## config.mk

```make
export PLATFORM = sky130hd
export DESIGN_NAME = fgmt_round_robin_thread_scheduler
export DESIGN_NICKNAME = d
export VERILOG_FILES = /design/src/hdl/fgmt_pkg.sv /design/src/hdl/fgmt_div.sv /design/src/hdl/fgmt_dp.sv /design/src/hdl/fgmt_ctrl.sv /design/src/hdl/fgmt_round_robin_thread_scheduler.sv
export VERILOG_INCLUDE_DIRS = /design/src /design/src/hdl
export SDC_FILE = /design/constraint.sdc
export NUM_CORES = 2
export LEC_CHECK = 0
export ABC_AREA = 0
export BUFFER_PORTS_ARGS = -buffer_cell sky130_fd_sc_hd__buf_4
export CAP_MARGIN = 10
export CORE_MARGIN = 3
export CORE_UTILIZATION = 58
export DETAILED_ROUTE_END_ITERATION = 8
export PLACE_DENSITY = 0.75
export SLEW_MARGIN = 30
export SYNTH_ARGS = -nofsm -noshare
export SYNTH_HDL_FRONTEND = slang
export SYNTH_SLANG_ARGS = --single-unit
```

## constraint.sdc

```tcl
create_clock -name i_clk -period 7.5 [get_ports i_clk]
set_input_delay 0.75 -clock i_clk [delete_from_list [all_inputs] [get_ports i_clk]]
set_output_delay 0.75 -clock i_clk [all_outputs]
set_load 0.05 [all_outputs]
```

## src/hdl/fgmt_round_robin_thread_scheduler_macros.svh

```systemverilog
// Assertion macros shared by the scheduler RTL.
// Each macro expands to one labelled concurrent assertion that is disabled in reset.
`ifndef FGMT_ROUND_ROBIN_THREAD_SCHEDULER_MACROS_SVH
`define FGMT_ROUND_ROBIN_THREAD_SCHEDULER_MACROS_SVH

// Consequent must hold in the same cycle as the antecedent.
`define FGMT_ASSERT_SAME(lbl, clk, rst_n, ante, cons, msg) \
    lbl: assert property (@(posedge clk) disable iff (!rst_n) (ante) |-> (cons)) \
        else $error(msg);

// Consequent must hold in the cycle after the antecedent.
`define FGMT_ASSERT_NEXT(lbl, clk, rst_n, ante, cons, msg) \
    lbl: assert property (@(posedge clk) disable iff (!rst_n) (ante) |=> (cons)) \
        else $error(msg);

`endif

```

## src/hdl/fgmt_pkg.sv

```systemverilog
// Package for the round-robin thread scheduler: widths, codes, FSM states and
// the command/status structs between controller and datapath. No dependencies.
`default_nettype none

package fgmt_pkg;

    // Field and register widths
    localparam int CFG_W     = 13;
    localparam int CFG_IDX_W = 1;
    localparam int COORD_W   = 12;
    localparam int TOTAL_W   = 25;
    localparam int POS_W     = 24;
    localparam int MISS_W    = 25;
    localparam int SLOT_W    = 26;
    localparam int THR_W     = 4;

    // Register indexes of the configuration port
    localparam logic [CFG_IDX_W-1:0] REG_IMAGE_WIDTH  = 1'b0;
    localparam logic [CFG_IDX_W-1:0] REG_IMAGE_HEIGHT = 1'b1;

    // Reset values and limits
    localparam logic [CFG_W-1:0]  WIDTH_RESET  = 13'd640;
    localparam logic [CFG_W-1:0]  HEIGHT_RESET = 13'd480;
    localparam logic [CFG_W-1:0]  DIM_MAX      = 13'd4096;
    localparam logic [MISS_W-1:0] MISS_MAX     = 25'd16777216;
    localparam logic [SLOT_W-1:0] SLOT_MAX     = 26'd33554432;

    // Result action codes
    typedef enum logic [1:0] {
        ACT_STALL   = 2'd0,
        ACT_ISSUE   = 2'd1,
        ACT_IDLE    = 2'd2,
        ACT_RESTART = 2'd3
    } t_action;

    // Divider operand selection
    typedef enum logic [1:0] {
        DIV_TOTAL  = 2'd0,
        DIV_PER    = 2'd1,
        DIV_THREAD = 2'd2
    } t_div_sel;

    // Controller states
    typedef enum logic [3:0] {
        S_IDLE,
        S_CLAMP,
        S_MUL,
        S_PER_GO,
        S_PER_WAIT,
        S_PERW_GO,
        S_PERW_WAIT,
        S_THR_GO,
        S_THR_WAIT,
        S_SLOT,
        S_NEXT
    } t_state;

    // Controller to datapath commands
    typedef struct packed {
        logic     take;
        logic     geo_clamp;
        logic     geo_mul;
        logic     div_start;
        t_div_sel div_sel;
        logic     per_ld;
        logic     perw_ld;
        logic     thr_ld;
        logic     slot;
        logic     commit;
    } t_cmd;

    // Datapath to controller status
    typedef struct packed {
        logic dirty;
        logic div_done;
        logic sweep_last;
    } t_stat;

endpackage

`default_nettype wire

```

## src/hdl/fgmt_div.sv

```systemverilog
// Restoring divider, one quotient bit per cycle, for the band geometry rebuild.
// Depends on fgmt_pkg for operand widths.
`default_nettype none

module fgmt_div
    import fgmt_pkg::*;
(
    input  wire logic               i_clk,
    input  wire logic               i_rst_n,
    input  wire logic               i_start,
    input  wire logic [TOTAL_W-1:0] i_dividend,
    input  wire logic [CFG_W-1:0]   i_divisor,
    output logic                    o_done,
    output logic [TOTAL_W-1:0]      o_quot,
    output logic [CFG_W-1:0]        o_rem
);

    localparam int CNT_W = $clog2(TOTAL_W);
    localparam logic [CNT_W-1:0] CNT_LAST = CNT_W'(TOTAL_W - 1);

    logic               r_busy;
    logic               r_done;
    logic [CNT_W-1:0]   r_cnt;
    logic [TOTAL_W-1:0] r_quo;
    logic [CFG_W-1:0]   r_rem;
    logic [CFG_W-1:0]   r_dvs;

    logic [CFG_W:0]     trial;
    logic               fits;
    logic [CFG_W:0]     rem_next;

    // Shift in the next dividend bit and try a subtract
    always_comb begin
        trial    = {r_rem, r_quo[TOTAL_W-1]};
        fits     = trial >= {1'b0, r_dvs};
        rem_next = fits ? (trial - {1'b0, r_dvs}) : trial;
    end

    // Iterate from the start pulse over all TOTAL_W dividend bits, then flag done
    always_ff @(posedge i_clk) begin
        if (!i_rst_n) begin
            r_busy <= 1'b0;
            r_done <= 1'b0;
            r_cnt  <= '0;
        end else begin
            r_done <= 1'b0;
            if (i_start) begin
                r_busy <= 1'b1;
                r_cnt  <= '0;
                r_quo  <= i_dividend;
                r_rem  <= '0;
                r_dvs  <= i_divisor;
            end else if (r_busy) begin
                r_quo <= {r_quo[TOTAL_W-2:0], fits};
                r_rem <= rem_next[CFG_W-1:0];
                r_cnt <= r_cnt + 1'b1;
                if (r_cnt == CNT_LAST) begin
                    r_busy <= 1'b0;
                    r_done <= 1'b1;
                end
            end
        end
    end

    assign o_done = r_done;
    assign o_quot = r_quo;
    assign o_rem  = r_rem;

endmodule

`default_nettype wire

```

## src/hdl/fgmt_dp.sv

```systemverilog
// Scheduler datapath: configuration, band geometry, per-thread state, grant
// search and result registers. Depends on fgmt_pkg and fgmt_div.
`default_nettype none
`include "fgmt_round_robin_thread_scheduler_macros.svh"

module fgmt_dp
    import fgmt_pkg::*;
#(
    parameter int THREADS = 4
)
(
    input  wire logic                 i_clk,
    input  wire logic                 i_rst_n,
    input  wire logic                 i_cfg_we,
    input  wire logic [CFG_IDX_W-1:0] i_cfg_index,
    input  wire logic [CFG_W-1:0]     i_cfg_data,
    input  wire logic                 i_func,
    input  wire logic                 i_cache_miss,
    input  wire t_cmd                 i_cmd,
    output t_stat                     o_stat,
    output logic [1:0]                o_action,
    output logic [THR_W-1:0]          o_served_thread,
    output logic [COORD_W-1:0]        o_pixel_x,
    output logic [COORD_W-1:0]        o_pixel_y,
    output logic                      o_band_finished,
    output logic                      o_frame_finished,
    output logic [THR_W-1:0]          o_next_thread,
    output logic [MISS_W-1:0]         o_thread_misses,
    output logic [SLOT_W-1:0]         o_thread_slots
);

    localparam int TW = $clog2(THREADS);
    localparam logic [TW-1:0] LAST_T = TW'(THREADS - 1);

    // First active thread at or after 'from', round-robin; top bit is found
    function automatic logic [TW:0] rr_find(input logic [TW-1:0]      from,
                                            input logic [THREADS-1:0] act);
        logic          found;
        logic [TW-1:0] idx;
        int            k;
        int            t;
        found = 1'b0;
        idx   = from;
        for (k = 0; k < THREADS; k++) begin
            t = int'(from) + k;
            if (t >= THREADS) begin
                t = t - THREADS;
            end
            if (!found && act[t]) begin
                found = 1'b1;
                idx   = TW'(t);
            end
        end
        return {found, idx};
    endfunction

    // Configuration and geometry
    logic [CFG_W-1:0]   r_cfg_w;
    logic [CFG_W-1:0]   r_cfg_h;
    logic               r_dirty;
    logic [CFG_W-1:0]   r_w_eff;
    logic [CFG_W-1:0]   r_h_eff;
    logic [TOTAL_W-1:0] r_total;
    logic [POS_W-1:0]   r_per;
    logic [POS_W-1:0]   r_len_last;
    logic [COORD_W-1:0] r_qp;
    logic [CFG_W-1:0]   r_rp;
    logic [TOTAL_W-1:0] r_acc_start;
    logic [CFG_W-1:0]   r_acc_x;
    logic [COORD_W-1:0] r_acc_y;
    logic [TW-1:0]      r_sw_t;

    // Per-thread state
    logic [POS_W-1:0]   r_pos  [THREADS];
    logic [COORD_W-1:0] r_x    [THREADS];
    logic [COORD_W-1:0] r_y    [THREADS];
    logic [COORD_W-1:0] r_sx   [THREADS];
    logic [COORD_W-1:0] r_sy   [THREADS];
    logic [MISS_W-1:0]  r_miss [THREADS];
    logic [SLOT_W-1:0]  r_slot [THREADS];
    logic [THREADS-1:0] r_pend;
    logic [THREADS-1:0] r_done;
    logic [THREADS-1:0] r_act;
    logic [TW-1:0]      r_cur;

    // Captured input word
    logic               r_func;
    logic               r_miss_in;

    // Result waiting for the grant step
    t_action            r_p_kind;
    logic [TW-1:0]      r_p_served;
    logic [COORD_W-1:0] r_p_x;
    logic [COORD_W-1:0] r_p_y;
    logic               r_p_bf;
    logic [MISS_W-1:0]  r_p_misses;
    logic [SLOT_W-1:0]  r_p_slots;

    // Output word
    t_action            r_o_action;
    logic [TW-1:0]      r_o_served;
    logic [COORD_W-1:0] r_o_x;
    logic [COORD_W-1:0] r_o_y;
    logic               r_o_bf;
    logic               r_o_frame;
    logic [TW-1:0]      r_o_next;
    logic [MISS_W-1:0]  r_o_misses;
    logic [SLOT_W-1:0]  r_o_slots;

    // Combinational helpers
    logic [CFG_W-1:0]     w_clamp;
    logic [CFG_W-1:0]     h_clamp;
    logic [2*CFG_W-1:0]   prod;
    logic [TOTAL_W-1:0]   div_dividend;
    logic [CFG_W-1:0]     div_divisor;
    logic                 div_done;
    logic [TOTAL_W-1:0]   div_quot;
    logic [CFG_W-1:0]     div_rem;
    logic [TOTAL_W-1:0]   last_len_full;
    logic [POS_W-1:0]     len_sweep;
    logic [CFG_W:0]       acc_x_sum;
    logic                 acc_x_wrap;
    logic [CFG_W-1:0]     acc_x_next;
    logic [COORD_W-1:0]   acc_y_next;
    logic [TW:0]          find_cur;
    logic                 cur_found;
    logic [TW-1:0]        s;
    logic [POS_W-1:0]     len_s;
    logic [POS_W:0]       pos_inc;
    logic                 band_end;
    logic                 is_stall;
    logic [SLOT_W-1:0]    slot_new;
    logic [MISS_W-1:0]    miss_new;
    logic [CFG_W-1:0]     x_inc;
    logic                 x_wrap;
    logic [TW-1:0]        next_from;
    logic [TW:0]          find_next;
    logic [TW-1:0]        next_out;

    // Clamp the frame dimensions to 1..4096
    always_comb begin
        if (r_cfg_w == '0) begin
            w_clamp = CFG_W'(1);
        end else if (r_cfg_w > DIM_MAX) begin
            w_clamp = DIM_MAX;
        end else begin
            w_clamp = r_cfg_w;
        end
        if (r_cfg_h == '0) begin
            h_clamp = CFG_W'(1);
        end else if (r_cfg_h > DIM_MAX) begin
            h_clamp = DIM_MAX;
        end else begin
            h_clamp = r_cfg_h;
        end
        prod = r_w_eff * r_h_eff;
    end

    // Select divider operands
    always_comb begin
        case (i_cmd.div_sel)
            DIV_TOTAL: begin
                div_dividend = r_total;
                div_divisor  = CFG_W'(THREADS);
            end
            DIV_PER: begin
                div_dividend = {1'b0, r_per};
                div_divisor  = r_w_eff;
            end
            DIV_THREAD: begin
                div_dividend = r_acc_start + {1'b0, r_pos[r_sw_t]};
                div_divisor  = r_w_eff;
            end
            default: begin
                div_dividend = r_total;
                div_divisor  = CFG_W'(THREADS);
            end
        endcase
    end

    fgmt_div u_div (
        .i_clk      (i_clk),
        .i_rst_n    (i_rst_n),
        .i_start    (i_cmd.div_start),
        .i_dividend (div_dividend),
        .i_divisor  (div_divisor),
        .o_done     (div_done),
        .o_quot     (div_quot),
        .o_rem      (div_rem)
    );

    // Sweep step: band length of the swept thread and next band start in x, y
    always_comb begin
        last_len_full = r_total - r_acc_start;
        len_sweep     = (r_sw_t == LAST_T) ? last_len_full[POS_W-1:0] : r_per;
        acc_x_sum     = {1'b0, r_acc_x} + {1'b0, r_rp};
        acc_x_wrap    = acc_x_sum >= {1'b0, r_w_eff};
        acc_x_next    = acc_x_wrap ? CFG_W'(acc_x_sum - {1'b0, r_w_eff})
                                   : acc_x_sum[CFG_W-1:0];
        acc_y_next    = r_acc_y + r_qp + COORD_W'(acc_x_wrap);
    end

    // Slot step: pick the served thread and work out its update
    always_comb begin
        find_cur  = rr_find(r_cur, r_act);
        cur_found = find_cur[TW];
        s         = find_cur[TW-1:0];
        len_s     = (s == LAST_T) ? r_len_last : r_per;
        pos_inc   = {1'b0, r_pos[s]} + 1'b1;
        band_end  = pos_inc >= {1'b0, len_s};
        is_stall  = !r_pend[s] && r_miss_in;
        slot_new  = (r_slot[s] < SLOT_MAX) ? (r_slot[s] + 1'b1) : r_slot[s];
        miss_new  = (r_miss[s] < MISS_MAX) ? (r_miss[s] + 1'b1) : r_miss[s];
        x_inc     = {1'b0, r_x[s]} + 1'b1;
        x_wrap    = x_inc == r_w_eff;
    end

    // Grant step: next active thread after the served one, searching from thread 0 after a restart
    always_comb begin
        if (r_p_kind == ACT_RESTART || r_p_served == LAST_T) begin
            next_from = '0;
        end else begin
            next_from = r_p_served + 1'b1;
        end
        find_next = rr_find(next_from, r_act);
        next_out  = find_next[TW] ? find_next[TW-1:0] : r_p_served;
    end

    // Configuration registers; any write marks the geometry stale
    always_ff @(posedge i_clk) begin
        if (!i_rst_n) begin
            r_cfg_w <= WIDTH_RESET;
            r_cfg_h <= HEIGHT_RESET;
            r_dirty <= 1'b1;
        end else begin
            if (i_cmd.geo_clamp) begin
                r_dirty <= 1'b0;
            end
            if (i_cfg_we) begin
                r_dirty <= 1'b1;
                case (i_cfg_index)
                    REG_IMAGE_WIDTH:  r_cfg_w <= i_cfg_data;
                    REG_IMAGE_HEIGHT: r_cfg_h <= i_cfg_data;
                    default:          r_cfg_w <= r_cfg_w;
                endcase
            end
        end
    end

    // Geometry: dimensions, pixel total, band size, band start walk
    always_ff @(posedge i_clk) begin
        if (!i_rst_n) begin
            r_sw_t <= '0;
        end else begin
            if (i_cmd.geo_clamp) begin
                r_w_eff <= w_clamp;
                r_h_eff <= h_clamp;
            end
            if (i_cmd.geo_mul) begin
                r_total <= prod[TOTAL_W-1:0];
            end
            if (i_cmd.per_ld) begin
                r_per <= div_quot[POS_W-1:0];
            end
            if (i_cmd.perw_ld) begin
                r_qp        <= div_quot[COORD_W-1:0];
                r_rp        <= div_rem;
                r_acc_start <= '0;
                r_acc_x     <= '0;
                r_acc_y     <= '0;
                r_sw_t      <= '0;
            end
            if (i_cmd.thr_ld) begin
                r_acc_start <= r_acc_start + {1'b0, r_per};
                r_acc_x     <= acc_x_next;
                r_acc_y     <= acc_y_next;
                if (r_sw_t == LAST_T) begin
                    r_len_last <= len_sweep;
                end else begin
                    r_sw_t <= r_sw_t + 1'b1;
                end
            end
        end
    end

    // Capture the accepted input word
    always_ff @(posedge i_clk) begin
        if (i_cmd.take) begin
            r_func    <= i_func;
            r_miss_in <= i_cache_miss;
        end
    end

    // Per-thread state: sweep load, restart, slot update, grant
    always_ff @(posedge i_clk) begin
        if (!i_rst_n) begin
            for (int t = 0; t < THREADS; t++) begin
                r_pos[t]  <= '0;
                r_miss[t] <= '0;
                r_slot[t] <= '0;
            end
            r_pend <= '0;
            r_done <= '0;
            r_act  <= '0;
            r_cur  <= '0;
        end else if (i_cmd.thr_ld) begin
            r_x[r_sw_t]   <= div_rem[COORD_W-1:0];
            r_y[r_sw_t]   <= div_quot[COORD_W-1:0];
            r_sx[r_sw_t]  <= r_acc_x[COORD_W-1:0];
            r_sy[r_sw_t]  <= r_acc_y;
            r_act[r_sw_t] <= !r_done[r_sw_t] && (r_pos[r_sw_t] < len_sweep);
        end else if (i_cmd.slot && r_func) begin
            // Restart: every band back to its first pixel
            for (int t = 0; t < THREADS; t++) begin
                r_pos[t]  <= '0;
                r_miss[t] <= '0;
                r_slot[t] <= '0;
                r_x[t]    <= r_sx[t];
                r_y[t]    <= r_sy[t];
                r_act[t]  <= (r_per != '0) || (t == THREADS - 1);
            end
            r_pend <= '0;
            r_done <= '0;
            r_cur  <= '0;
        end else if (i_cmd.slot && cur_found) begin
            r_slot[s] <= slot_new;
            if (is_stall) begin
                r_pend[s] <= 1'b1;
                r_miss[s] <= miss_new;
            end else begin
                r_pend[s] <= 1'b0;
                r_pos[s]  <= pos_inc[POS_W-1:0];
                if (x_wrap) begin
                    r_x[s] <= '0;
                    r_y[s] <= r_y[s] + 1'b1;
                end else begin
                    r_x[s] <= x_inc[COORD_W-1:0];
                end
                if (band_end) begin
                    r_done[s] <= 1'b1;
                    r_act[s]  <= 1'b0;
                end
            end
        end else if (i_cmd.commit) begin
            r_cur <= next_out;
        end
    end

    // Hold the slot result until the grant step completes it
    always_ff @(posedge i_clk) begin
        if (i_cmd.slot) begin
            if (r_func) begin
                r_p_kind   <= ACT_RESTART;
                r_p_served <= '0;
                r_p_x      <= '0;
                r_p_y      <= '0;
                r_p_bf     <= 1'b0;
                r_p_misses <= '0;
                r_p_slots  <= '0;
            end else if (!cur_found) begin
                r_p_kind   <= ACT_IDLE;
                r_p_served <= r_cur;
                r_p_x      <= '0;
                r_p_y      <= '0;
                r_p_bf     <= 1'b0;
                r_p_misses <= '0;
                r_p_slots  <= '0;
            end else begin
                r_p_kind   <= is_stall ? ACT_STALL : ACT_ISSUE;
                r_p_served <= s;
                r_p_x      <= r_x[s];
                r_p_y      <= r_y[s];
                r_p_bf     <= !is_stall && band_end;
                r_p_misses <= is_stall ? miss_new : r_miss[s];
                r_p_slots  <= slot_new;
            end
        end
    end

    // Load the output word
    always_ff @(posedge i_clk) begin
        if (i_cmd.commit) begin
            r_o_action <= r_p_kind;
            r_o_served <= r_p_served;
            r_o_x      <= r_p_x;
            r_o_y      <= r_p_y;
            r_o_bf     <= r_p_bf;
            r_o_frame  <= !find_next[TW];
            r_o_next   <= next_out;
            r_o_misses <= r_p_misses;
            r_o_slots  <= r_p_slots;
        end
    end

    assign o_stat.dirty      = r_dirty;
    assign o_stat.div_done   = div_done;
    assign o_stat.sweep_last = r_sw_t == LAST_T;

    assign o_action         = r_o_action;
    assign o_served_thread  = THR_W'(r_o_served);
    assign o_pixel_x        = r_o_x;
    assign o_pixel_y        = r_o_y;
    assign o_band_finished  = r_o_bf;
    assign o_frame_finished = r_o_frame;
    assign o_next_thread    = THR_W'(r_o_next);
    assign o_thread_misses  = r_o_misses;
    assign o_thread_slots   = r_o_slots;

    // A finished band never competes for a slot
    for (genvar g = 0; g < THREADS; g++) begin : g_chk
        `FGMT_ASSERT_SAME(a_done_inactive, i_clk, i_rst_n, r_done[g], !r_act[g], "finished thread still active")
    end

    // The sweep pointer stays on a real thread
    `FGMT_ASSERT_SAME(a_sweep_range, i_clk, i_rst_n, 1'b1, r_sw_t <= LAST_T, "sweep pointer out of range")

    // The frame flag of a loaded word agrees with the active set
    `FGMT_ASSERT_NEXT(a_frame_flag, i_clk, i_rst_n, i_cmd.commit, r_o_frame == !(|r_act), "frame flag disagrees with active threads")

endmodule

`default_nettype wire

```

## src/hdl/fgmt_ctrl.sv

```systemverilog
// Scheduler controller: state machine sequencing geometry rebuild, slot update
// and result hand-off, plus the channel handshakes. Depends on fgmt_pkg.
`default_nettype none
`include "fgmt_round_robin_thread_scheduler_macros.svh"

module fgmt_ctrl
    import fgmt_pkg::*;
(
    input  wire logic  i_clk,
    input  wire logic  i_rst_n,
    input  wire logic  i_in_valid,
    input  wire logic  i_out_stall,
    input  wire t_stat i_stat,
    output logic       o_in_stall,
    output logic       o_out_valid,
    output t_cmd       o_cmd
);

    t_state r_state;
    t_state n_state;
    logic   r_out_valid;
    logic   n_out_valid;
    logic   in_take;
    logic   out_free;

    assign out_free = !r_out_valid || !i_out_stall;

    // Next state
    always_comb begin
        n_state = r_state;
        case (r_state)
            S_IDLE: begin
                if (i_stat.dirty) begin
                    n_state = S_CLAMP;
                end else if (i_in_valid) begin
                    n_state = S_SLOT;
                end
            end
            S_CLAMP:   n_state = S_MUL;
            S_MUL:     n_state = S_PER_GO;
            S_PER_GO:  n_state = S_PER_WAIT;
            S_PER_WAIT: begin
                if (i_stat.div_done) begin
                    n_state = S_PERW_GO;
                end
            end
            S_PERW_GO: n_state = S_PERW_WAIT;
            S_PERW_WAIT: begin
                if (i_stat.div_done) begin
                    n_state = S_THR_GO;
                end
            end
            S_THR_GO:  n_state = S_THR_WAIT;
            S_THR_WAIT: begin
                if (i_stat.div_done) begin
                    n_state = i_stat.sweep_last ? S_IDLE : S_THR_GO;
                end
            end
            S_SLOT:    n_state = S_NEXT;
            S_NEXT: begin
                if (out_free) begin
                    n_state = S_IDLE;
                end
            end
            default:   n_state = S_IDLE;
        endcase
    end

    // Handshakes and datapath commands
    always_comb begin
        o_in_stall  = !(r_state == S_IDLE && !i_stat.dirty);
        in_take     = i_in_valid && !o_in_stall;
        o_cmd       = '0;
        o_cmd.take  = in_take;
        n_out_valid = r_out_valid && i_out_stall;
        case (r_state)
            S_CLAMP: o_cmd.geo_clamp = 1'b1;
            S_MUL:   o_cmd.geo_mul   = 1'b1;
            S_PER_GO: begin
                o_cmd.div_start = 1'b1;
                o_cmd.div_sel   = DIV_TOTAL;
            end
            S_PER_WAIT: o_cmd.per_ld = i_stat.div_done;
            S_PERW_GO: begin
                o_cmd.div_start = 1'b1;
                o_cmd.div_sel   = DIV_PER;
            end
            S_PERW_WAIT: o_cmd.perw_ld = i_stat.div_done;
            S_THR_GO: begin
                o_cmd.div_start = 1'b1;
                o_cmd.div_sel   = DIV_THREAD;
            end
            S_THR_WAIT: o_cmd.thr_ld = i_stat.div_done;
            S_SLOT:     o_cmd.slot   = 1'b1;
            S_NEXT: begin
                o_cmd.commit = out_free;
                if (out_free) begin
                    n_out_valid = 1'b1;
                end
            end
            default: o_cmd.take = in_take;
        endcase
    end

    always_ff @(posedge i_clk) begin
        if (!i_rst_n) begin
            r_state     <= S_IDLE;
            r_out_valid <= 1'b0;
        end else begin
            r_state     <= n_state;
            r_out_valid <= n_out_valid;
        end
    end

    assign o_out_valid = r_out_valid;

    // A result only appears through the grant step
    `FGMT_ASSERT_SAME(a_rise_commit, i_clk, i_rst_n, $rose(r_out_valid), $past(r_state == S_NEXT), "result appeared outside grant step")

    // An accepted word goes straight to the slot update
    `FGMT_ASSERT_NEXT(a_take_slot, i_clk, i_rst_n, in_take, r_state == S_SLOT, "accepted word not processed")

    // A blocked result keeps the next one waiting
    `FGMT_ASSERT_NEXT(a_hold_next, i_clk, i_rst_n, r_state == S_NEXT && r_out_valid && i_out_stall, r_state == S_NEXT && r_out_valid, "result overwritten while stalled")

endmodule

`default_nettype wire

```

## src/hdl/fgmt_round_robin_thread_scheduler.sv

```systemverilog
// Channel  Direction  Handshake                  Payload
// in       to block   i_in_valid / o_in_stall    i_func, i_cache_miss
// out      from block o_out_valid / i_out_stall  o_action .. o_thread_slots
// cfg      to block   i_cfg_valid / o_cfg_ready  i_cfg_index, i_cfg_data
//
// A word passes through accept, slot update, then grant and result load; the
// grant step waits while the output is stalled. After reset and after every
// configuration write the band geometry is rebuilt by the 25-step divider, with
// the input stalled: clamp, multiply, a division for the band size, one for its
// row split and one per thread. A stalled result holds in the output register
// while the next word is accepted and worked up to its grant step.
// Top level of the round-robin thread scheduler; depends on fgmt_pkg,
// fgmt_ctrl, fgmt_dp and fgmt_div.
`default_nettype none

module fgmt_round_robin_thread_scheduler
    import fgmt_pkg::*;
#(
    parameter int THREADS = 4
)
(
    input  wire logic                 i_clk,
    input  wire logic                 i_rst_n,
    input  wire logic                 i_in_valid,
    output logic                      o_in_stall,
    input  wire logic                 i_func,
    input  wire logic                 i_cache_miss,
    output logic                      o_out_valid,
    input  wire logic                 i_out_stall,
    output logic [1:0]                o_action,
    output logic [THR_W-1:0]          o_served_thread,
    output logic [COORD_W-1:0]        o_pixel_x,
    output logic [COORD_W-1:0]        o_pixel_y,
    output logic                      o_band_finished,
    output logic                      o_frame_finished,
    output logic [THR_W-1:0]          o_next_thread,
    output logic [MISS_W-1:0]         o_thread_misses,
    output logic [SLOT_W-1:0]         o_thread_slots,
    input  wire logic                 i_cfg_valid,
    output logic                      o_cfg_ready,
    input  wire logic [CFG_IDX_W-1:0] i_cfg_index,
    input  wire logic [CFG_W-1:0]     i_cfg_data
);

    t_cmd  cmd;
    t_stat stat;
    logic  cfg_we;

    // Registers take a word in any cycle
    assign o_cfg_ready = 1'b1;
    assign cfg_we      = i_cfg_valid && o_cfg_ready;

    fgmt_ctrl u_ctrl (
        .i_clk       (i_clk),
        .i_rst_n     (i_rst_n),
        .i_in_valid  (i_in_valid),
        .i_out_stall (i_out_stall),
        .i_stat      (stat),
        .o_in_stall  (o_in_stall),
        .o_out_valid (o_out_valid),
        .o_cmd       (cmd)
    );

    fgmt_dp #(
        .THREADS (THREADS)
    ) u_dp (
        .i_clk            (i_clk),
        .i_rst_n          (i_rst_n),
        .i_cfg_we         (cfg_we),
        .i_cfg_index      (i_cfg_index),
        .i_cfg_data       (i_cfg_data),
        .i_func           (i_func),
        .i_cache_miss     (i_cache_miss),
        .i_cmd            (cmd),
        .o_stat           (stat),
        .o_action         (o_action),
        .o_served_thread  (o_served_thread),
        .o_pixel_x        (o_pixel_x),
        .o_pixel_y        (o_pixel_y),
        .o_band_finished  (o_band_finished),
        .o_frame_finished (o_frame_finished),
        .o_next_thread    (o_next_thread),
        .o_thread_misses  (o_thread_misses),
        .o_thread_slots   (o_thread_slots)
    );

endmodule

`default_nettype wire

```

---- After elaboration in Yosys (flattened, before gate mapping) ----
Memory sizes are Yosys's and may differ from the RTL's. A register that Yosys moved wholly into a read port is not among the register bits.
Index checks and enable logic that the tools add are counted.
storage, ports and cells
  bits in registers ....................... 445
  RAM bits ................................ 492
  latch bits .............................. 0
  memories kept ........................... 7
  bits in read-only memories .............. 0
  input bits .............................. 21
  logic and storage cells ................. 429
operators by class
  reduce and logical (&&, ||, !) cells .... 72
  add/sub/neg operators ................... 30
  $lt $le $gt $ge ......................... 28
  multipliers ............................. 1
  equal/unequal tests ..................... 26
  divide/modulo/power cells ............... 0
  bitwise operators ....................... 23
  muxes and demuxes ....................... 195
  shift operators ......................... 0
memories
  name         words  bits a word  rd ports  clocked after Yosys merged registers in  write ports  line           RTL
  u_dp.r_slot  4      26           1         0                                        4            fgmt_dp.sv:80  logic [SLOT_W-1:0] r_slot [THREADS];
  u_dp.r_miss  4      25           1         0                                        4            fgmt_dp.sv:79  logic [MISS_W-1:0] r_miss [THREADS];
  u_dp.r_pos   4      24           2         1                                        4            fgmt_dp.sv:74  logic [POS_W-1:0] r_pos [THREADS];
  u_dp.r_sx    4      12           4         0                                        1            fgmt_dp.sv:77  logic [COORD_W-1:0] r_sx [THREADS];
  u_dp.r_sy    4      12           4         0                                        1            fgmt_dp.sv:78  logic [COORD_W-1:0] r_sy [THREADS];
  u_dp.r_x     4      12           1         0                                        4            fgmt_dp.sv:75  logic [COORD_W-1:0] r_x [THREADS];
  +1 memories  n/a    n/a          n/a       n/a                                      n/a          n/a
operators by type and width
  operator               number
  $mux 25                11
  $lt 32x4->1 const B    8
  $mux 32                8
  $ge 32x4->1 const B    6
  $sub 32x4->32 const B  6
  $mux 24                7
  $mux 26                6
  $mux 13                7
  $mux 1                 89
  $mux 12                7
  $mux 4                 18
  $add 25x24->25         2
  $mux 2                 25
  $pmux 25 s2            1
  $reduce_or 12->1       4
  $pmux 4 s11            1
  $ge 14x13->1           2
  $add 26x1->26 const B  1
  $gt 13x13->1 const B   2
  $logic_not 13->1       2
  $lt 26x26->1 const B   1
  $reduce_or 26->1       1
  $sub 13x13->13         2
  $add 24x1->25 const B  1
  other kinds (55)       157

---- Logic depth before layout (Yosys ltp) ----
  word-level depth ........................ 28
  mapped depth ............................ 33
  gate-level depth less buffers ........... 32

---- By module ----
A second synthesis with hierarchy kept.
unflattened totals
  cell total of the unflattened synthesis .. 4766
  area, all modules ....................... 53421.2 µm²
by module, submodules not included
  module                             seq. area each (µm²)  instances  cells an instance  area each (µm²)
  fgmt_dp                            25814.8               1          4470               49972.9
  fgmt_div                           1671.6                1          238                3015.4
  fgmt_ctrl                          100.1                 1          56                 421.7
  fgmt_round_robin_thread_scheduler  0.0                   1          2                  11.3

---- Worst setup path after synthesis ----
No wires, ideal clock.
  path type ............................... register -> register
  start ................................... register u_ctrl.r_state[3]
  end ..................................... memory u_dp.r_x[0][0], enable pin
  cell stages (with the launch flop) ...... 9
  buffers on the path ..................... 2
  required time ........................... 7.102 ns
  arrival ................................. 6.363 ns
  library setup time ...................... 0.398 ns
  slack ................................... 0.739 ns
  clock period less this slack ............ 6.761 ns
  cells stage by stage .................... dfxtp_1 > clkbuf_1 > nand2b_1 > clkbuf_1 > nor2_1 > nand2b_1 > nor3_2 > a21oi_1 > o21ai_0
RTL lines
  element                 line              RTL
  start, declared         fgmt_ctrl.sv:19   t_state r_state;
  start signal, assigned  fgmt_ctrl.sv:110  r_state <= n_state;
  end, declared           fgmt_dp.sv:75

---- Worst setup path after layout ----
  start ................................... register u_dp.r_act[3]
  end ..................................... register u_dp.r_act[1]
RTL lines
  element                                    line            RTL
  start, declared                            fgmt_dp.sv:83   logic [THREADS-1:0] r_act;
  start signal, assigned by index            fgmt_dp.sv:311  r_act[r_sw_t] <= !r_done[r_sw_t] && (r_pos[r_sw_t] < len_sweep);
  start signal, assigned by index            fgmt_dp.sv:320  r_act[t] <= (r_per != '0) || (t == THREADS - 1);
  $bmux 1 s2                                 fgmt_dp.sv:49   if (!found && act[t]) begin
  $mux 1 (implied by the code) (2 in a row)  fgmt_dp.sv:49
  $mux 1                                     fgmt_dp.sv:49
  $logic_not 1->1                            fgmt_dp.sv:49
  $logic_and 1x1->1                          fgmt_dp.sv:49
  $mux 1                                     fgmt_dp.sv:49
  $logic_not 1->1                            fgmt_dp.sv:49
  $logic_and 1x1->1                          fgmt_dp.sv:49
  [... 2 more ...]                           n/a
  $logic_and 1x1->1                          fgmt_dp.sv:49
  $mux 2 (*)                                 fgmt_dp.sv:49
  $mem_v2 4x24 (*)                           n/a
  $add 24x1->25 (*)                          fgmt_dp.sv:209  pos_inc = {1'b0, r_pos[s]} + 1'b1;
  net u_dp.pos_inc[19]                       fgmt_dp.sv:129  logic [POS_W:0] pos_inc;
  $ge 25x24->1 (*)                           fgmt_dp.sv:210  band_end = pos_inc >= {1'b0, len_s};
  $reduce_bool 3->1 (no source line) (*)     n/a
  $reduce_and 3->1 (no source line) (*)      n/a
Mark *: on every way through the listed nets, which the timed path passes. The rest lies on a longest branch. The select of a mux whose other input is x is not followed.
A chain may end at the register's enable or synchronous reset.

==> metrics.txt <==
status=complete, no violations; Final setup viols=0; post-DP HPWL=~88000 um; Reg clk slew, reported paths=60 ps; mux share of post-synthesis cell area=a little over 3%; FF+latch area=about 28000 um^2; Post-CTS Setup Inserts=0; Ports=roughly 110; drt initial violations=about 3900; Cell Rows=110; CP bufs+invs=2; synthesized instance count=between 4000 and 5000; DIE AREA=roughly 95000 um^2; Worst Tran Pin Value=~960 ps; pre-CTS WS=between 400 and 500 ps; final WL=130000 um; largest family of logic cells by synthesized area=simple AND/OR/NAND/NOR gates; first-pass iteration count of the detailed router=6; share of cells above drive strength 1=between 10% and 20%; # port buffers=between 100 and 150; Vias=approximately 37000; global-route wire length before repair=around 200000 um; Worst EP arrival=roughly 7600 ps; hold path start=i_cache_miss; Worst Setup Start Kind=flop; pwr/cell area=290 nW/um^2; CP max-delay cell=nor2_4; Critical Path Start=u_dp.r_act[3]; TritonCTS clock tree=done; Post-Synth XOR/XNOR Area=about 4.0%; post-layout minimum cycle time=slightly below 7000 ps; Num Clock Sinks=~940; initial antenna violation count=2; Async SR Flop Fraction=0%; # fillers=approximately 6800; core area=around 90000 um^2; Tot GR Track Use=a little over a quarter; worst hold path type=input port to flop; Die Wd=slightly above 300 um; Unique masters post-synth=90; kind of cell adding the most delay to the critical path=simple AND/OR/NAND/NOR gates; grt ovf=0; Routed Antenna Nets=0; number of remaining DRC errors=0; R2R Setup Slk=540 ps; Initial Utilization=about three fifths; syn avg cell area=roughly 11 um^2; commonest non-fill, non-tap cell in the layout=edfxtp_1; Synth Register Bits=937; EDFF count, synth=882; CTS Buf Count=98; Max H-tree Level=3; setup ws final=about 540 ps; crit path cell chain=nor3_1 > a2111oi_4 > buf_4 > nor2_4 > nand2_1 > a31o_2 > nor4_2 > nand3_1 > or3_1 > or2_1 > nor3_1 > xor2_1 > inv_1 > ha_1 > nor2b_1 > o21ai_0 > nand2_1 > nor4_1 > a21oi_1 > a211o_1 > o211ai_1 > nand2b_1 > a31oi_1 > a211oi_1; worst clock skew=roughly 38 ps; multi-input logic area=approximately 23000 um^2; fin crit share=92.9%; die height=around 310 um; most frequent cells in the layout=edfxtp_1 (882), nand2_1 (631), nor2_1 (612), inv_1 (298), ha_1 (249); unrepaired setup endpoints after global routing=false; Crit Path Class=flop to flop; maxcap violations=0; clk root buf=clkbuf_16; leakage power=approximately 23 nW; Fin. Hold Viols=0; Achievable Freq=144 MHz; CP required=around 8100 ps; synthesized-area fraction occupied by and/or/nand/nor cells=~16%; Clock Latency Late Sink=around 700 ps; Via density=between 6 and 7; final net count=about 5300; vias in the first global route=~37000; Max-slew headroom=between 30% and 40%; Post-Syn Area=~53000 um^2; Adder-Cell Fraction of Synth Area=10.8%; compound-cell area share of the yosys netlist=9.97%; Max Transition Viols Final=0; maximum vdd drop=0.694 mV; most used flip-flop cell after synthesis=edfxtp_1; routed len/inst=roughly 21 um; gpl congestion=between 0.9 and 1; sequential area share after synthesis=52.2%; Yosys warning total=0; RR Startpoint=u_dp.r_act[3]; area grow syn2layout=10.2%; setup TNS=0 ps; worst stage delay on the critical path=700 ps; CP endpoint kind=flop; largest net degree at the start of global routing=between 100 and 150; CTS Buffer Depth=3; CP max FO=28
cell usage after synthesis (89+ instances only):
cell,instances,area share [%]
nor2_1,620,4.4
a211oi_1,89,1.3
and2_1,96,1.1
nand2_1,632,4.5
a21oi_1,181,1.7
xnor2_1,138,2.3
xor2_1,90,1.5
inv_1,298,2.1
fa_1,128,4.9
o21ai_0,142,1.3
edfxtp_1,882,50
nand3_1,125,1.2
ha_1,250,5.9
clkbuf_1,160,1.1
layout make-up:
cell class | count | share of cell area, %
inverter | 298 | 1.92
sequential | 937 | 47.4
clock buffer | 123 | 4.57
multi-input combinational | 3371 | 39.9
antenna | 2 | 0.00860
tap | 1176 | 2.53
clock inverter | 58 | 1.01
timing repair buffer | 192 | 2.66
path summary, 6_finish.rpt:
kind	to	cells after the start
worst max-delay path	u_dp.r_act[1]	24
worst min-delay path	u_dp.r_miss_in	1
worst max register to register	u_dp.r_act[1]	24
worst min register to register	u_dp.o_pixel_y[6]	0
logic make-up (layout without fill, tap and decap cells):
group / Yosys count / count (layout)
mux: 128 / 128
flops: 937 / 937
simple gates: 1845 / 1845
fa+ha+maj: 378 / 378
xor+xnor: 232 / 232
other cells: 2 / 7
buf+inv: 548 / 671
compound gates: 783 / 783
worst reg2reg max path, cell delays in order (launching register included):
cell and delay, ps:
dfxtp_1 500, nor3_1 460, a2111oi_4 80, buf_4 210, nor2_4 700, nand2_1 150
a31o_2 300, nor4_2 550, nand3_1 170, or3_1 390, or2_1 280, nor3_1 220
xor2_1 330, inv_1 130, ha_1 320, nor2b_1 130, o21ai_0 180, nand2_1 110
nor4_1 270, a21oi_1 130, a211o_1 360, o211ai_1 370, nand2b_1 210, a31oi_1 60
a211oi_1 240
state kept, by name, indices dropped and copies added (netlist names), 24 cells and up:
name,count
u_dp.r_p_slots,26
u_dp.r_sy,48
u_dp.r_x,48
u_dp.r_pos,96
u_dp.r_acc_start,25
u_dp.o_thread_misses,25
u_dp.r_slot,104
u_dp.r_per,24
u_dp.o_thread_slots,26
u_dp.r_y,48
u_dp.r_miss,100
u_dp.r_len_last,24
u_dp.r_total,25
u_dp.r_sx,48
u_dp.u_div.o_quot,25
u_dp.r_p_misses,25
report_power, final:
part	switching (mW)	leakage, nW	internal [mW]	total [mW]
combinational	3.16	12.1	2.36	5.52
sequential	0.249	9.10	6.24	6.49
clock	2.03	1.59	2.86	4.90
repair_timing:
| action | 4_1_cts | 5_1_grt |
|---|---|---|
| hold buffers | 0 | 0 |
| gates resized for setup | 0 | 4 |
| endpoints found under the setup margin | 0 | 3 |
layer usage:
metal / share of wire (%) / track usage (%)
met4: 3.4 / 9.96
met3: 8.2 / 4.46
met5: 0 / 0
met2: 48 / 44.9
met1: 41 / 36.8
through the flow:
stage	utilization [%]	power [mW]	hold slack (ps)	area, um^2	instances
after floorplan	-	10.8	400	52800	4856
after global placement	60.8	11.9	401	54800	5968
after detailed placement	60.9	12.1	405	54900	5972
after CTS	64.5	17.0	219	58100	6153
after global routing	64.6	18.0	219	58200	6155
final	64.6	16.9	251	58200	6157
Note: power is estimated with default switching activity, not from simulation.
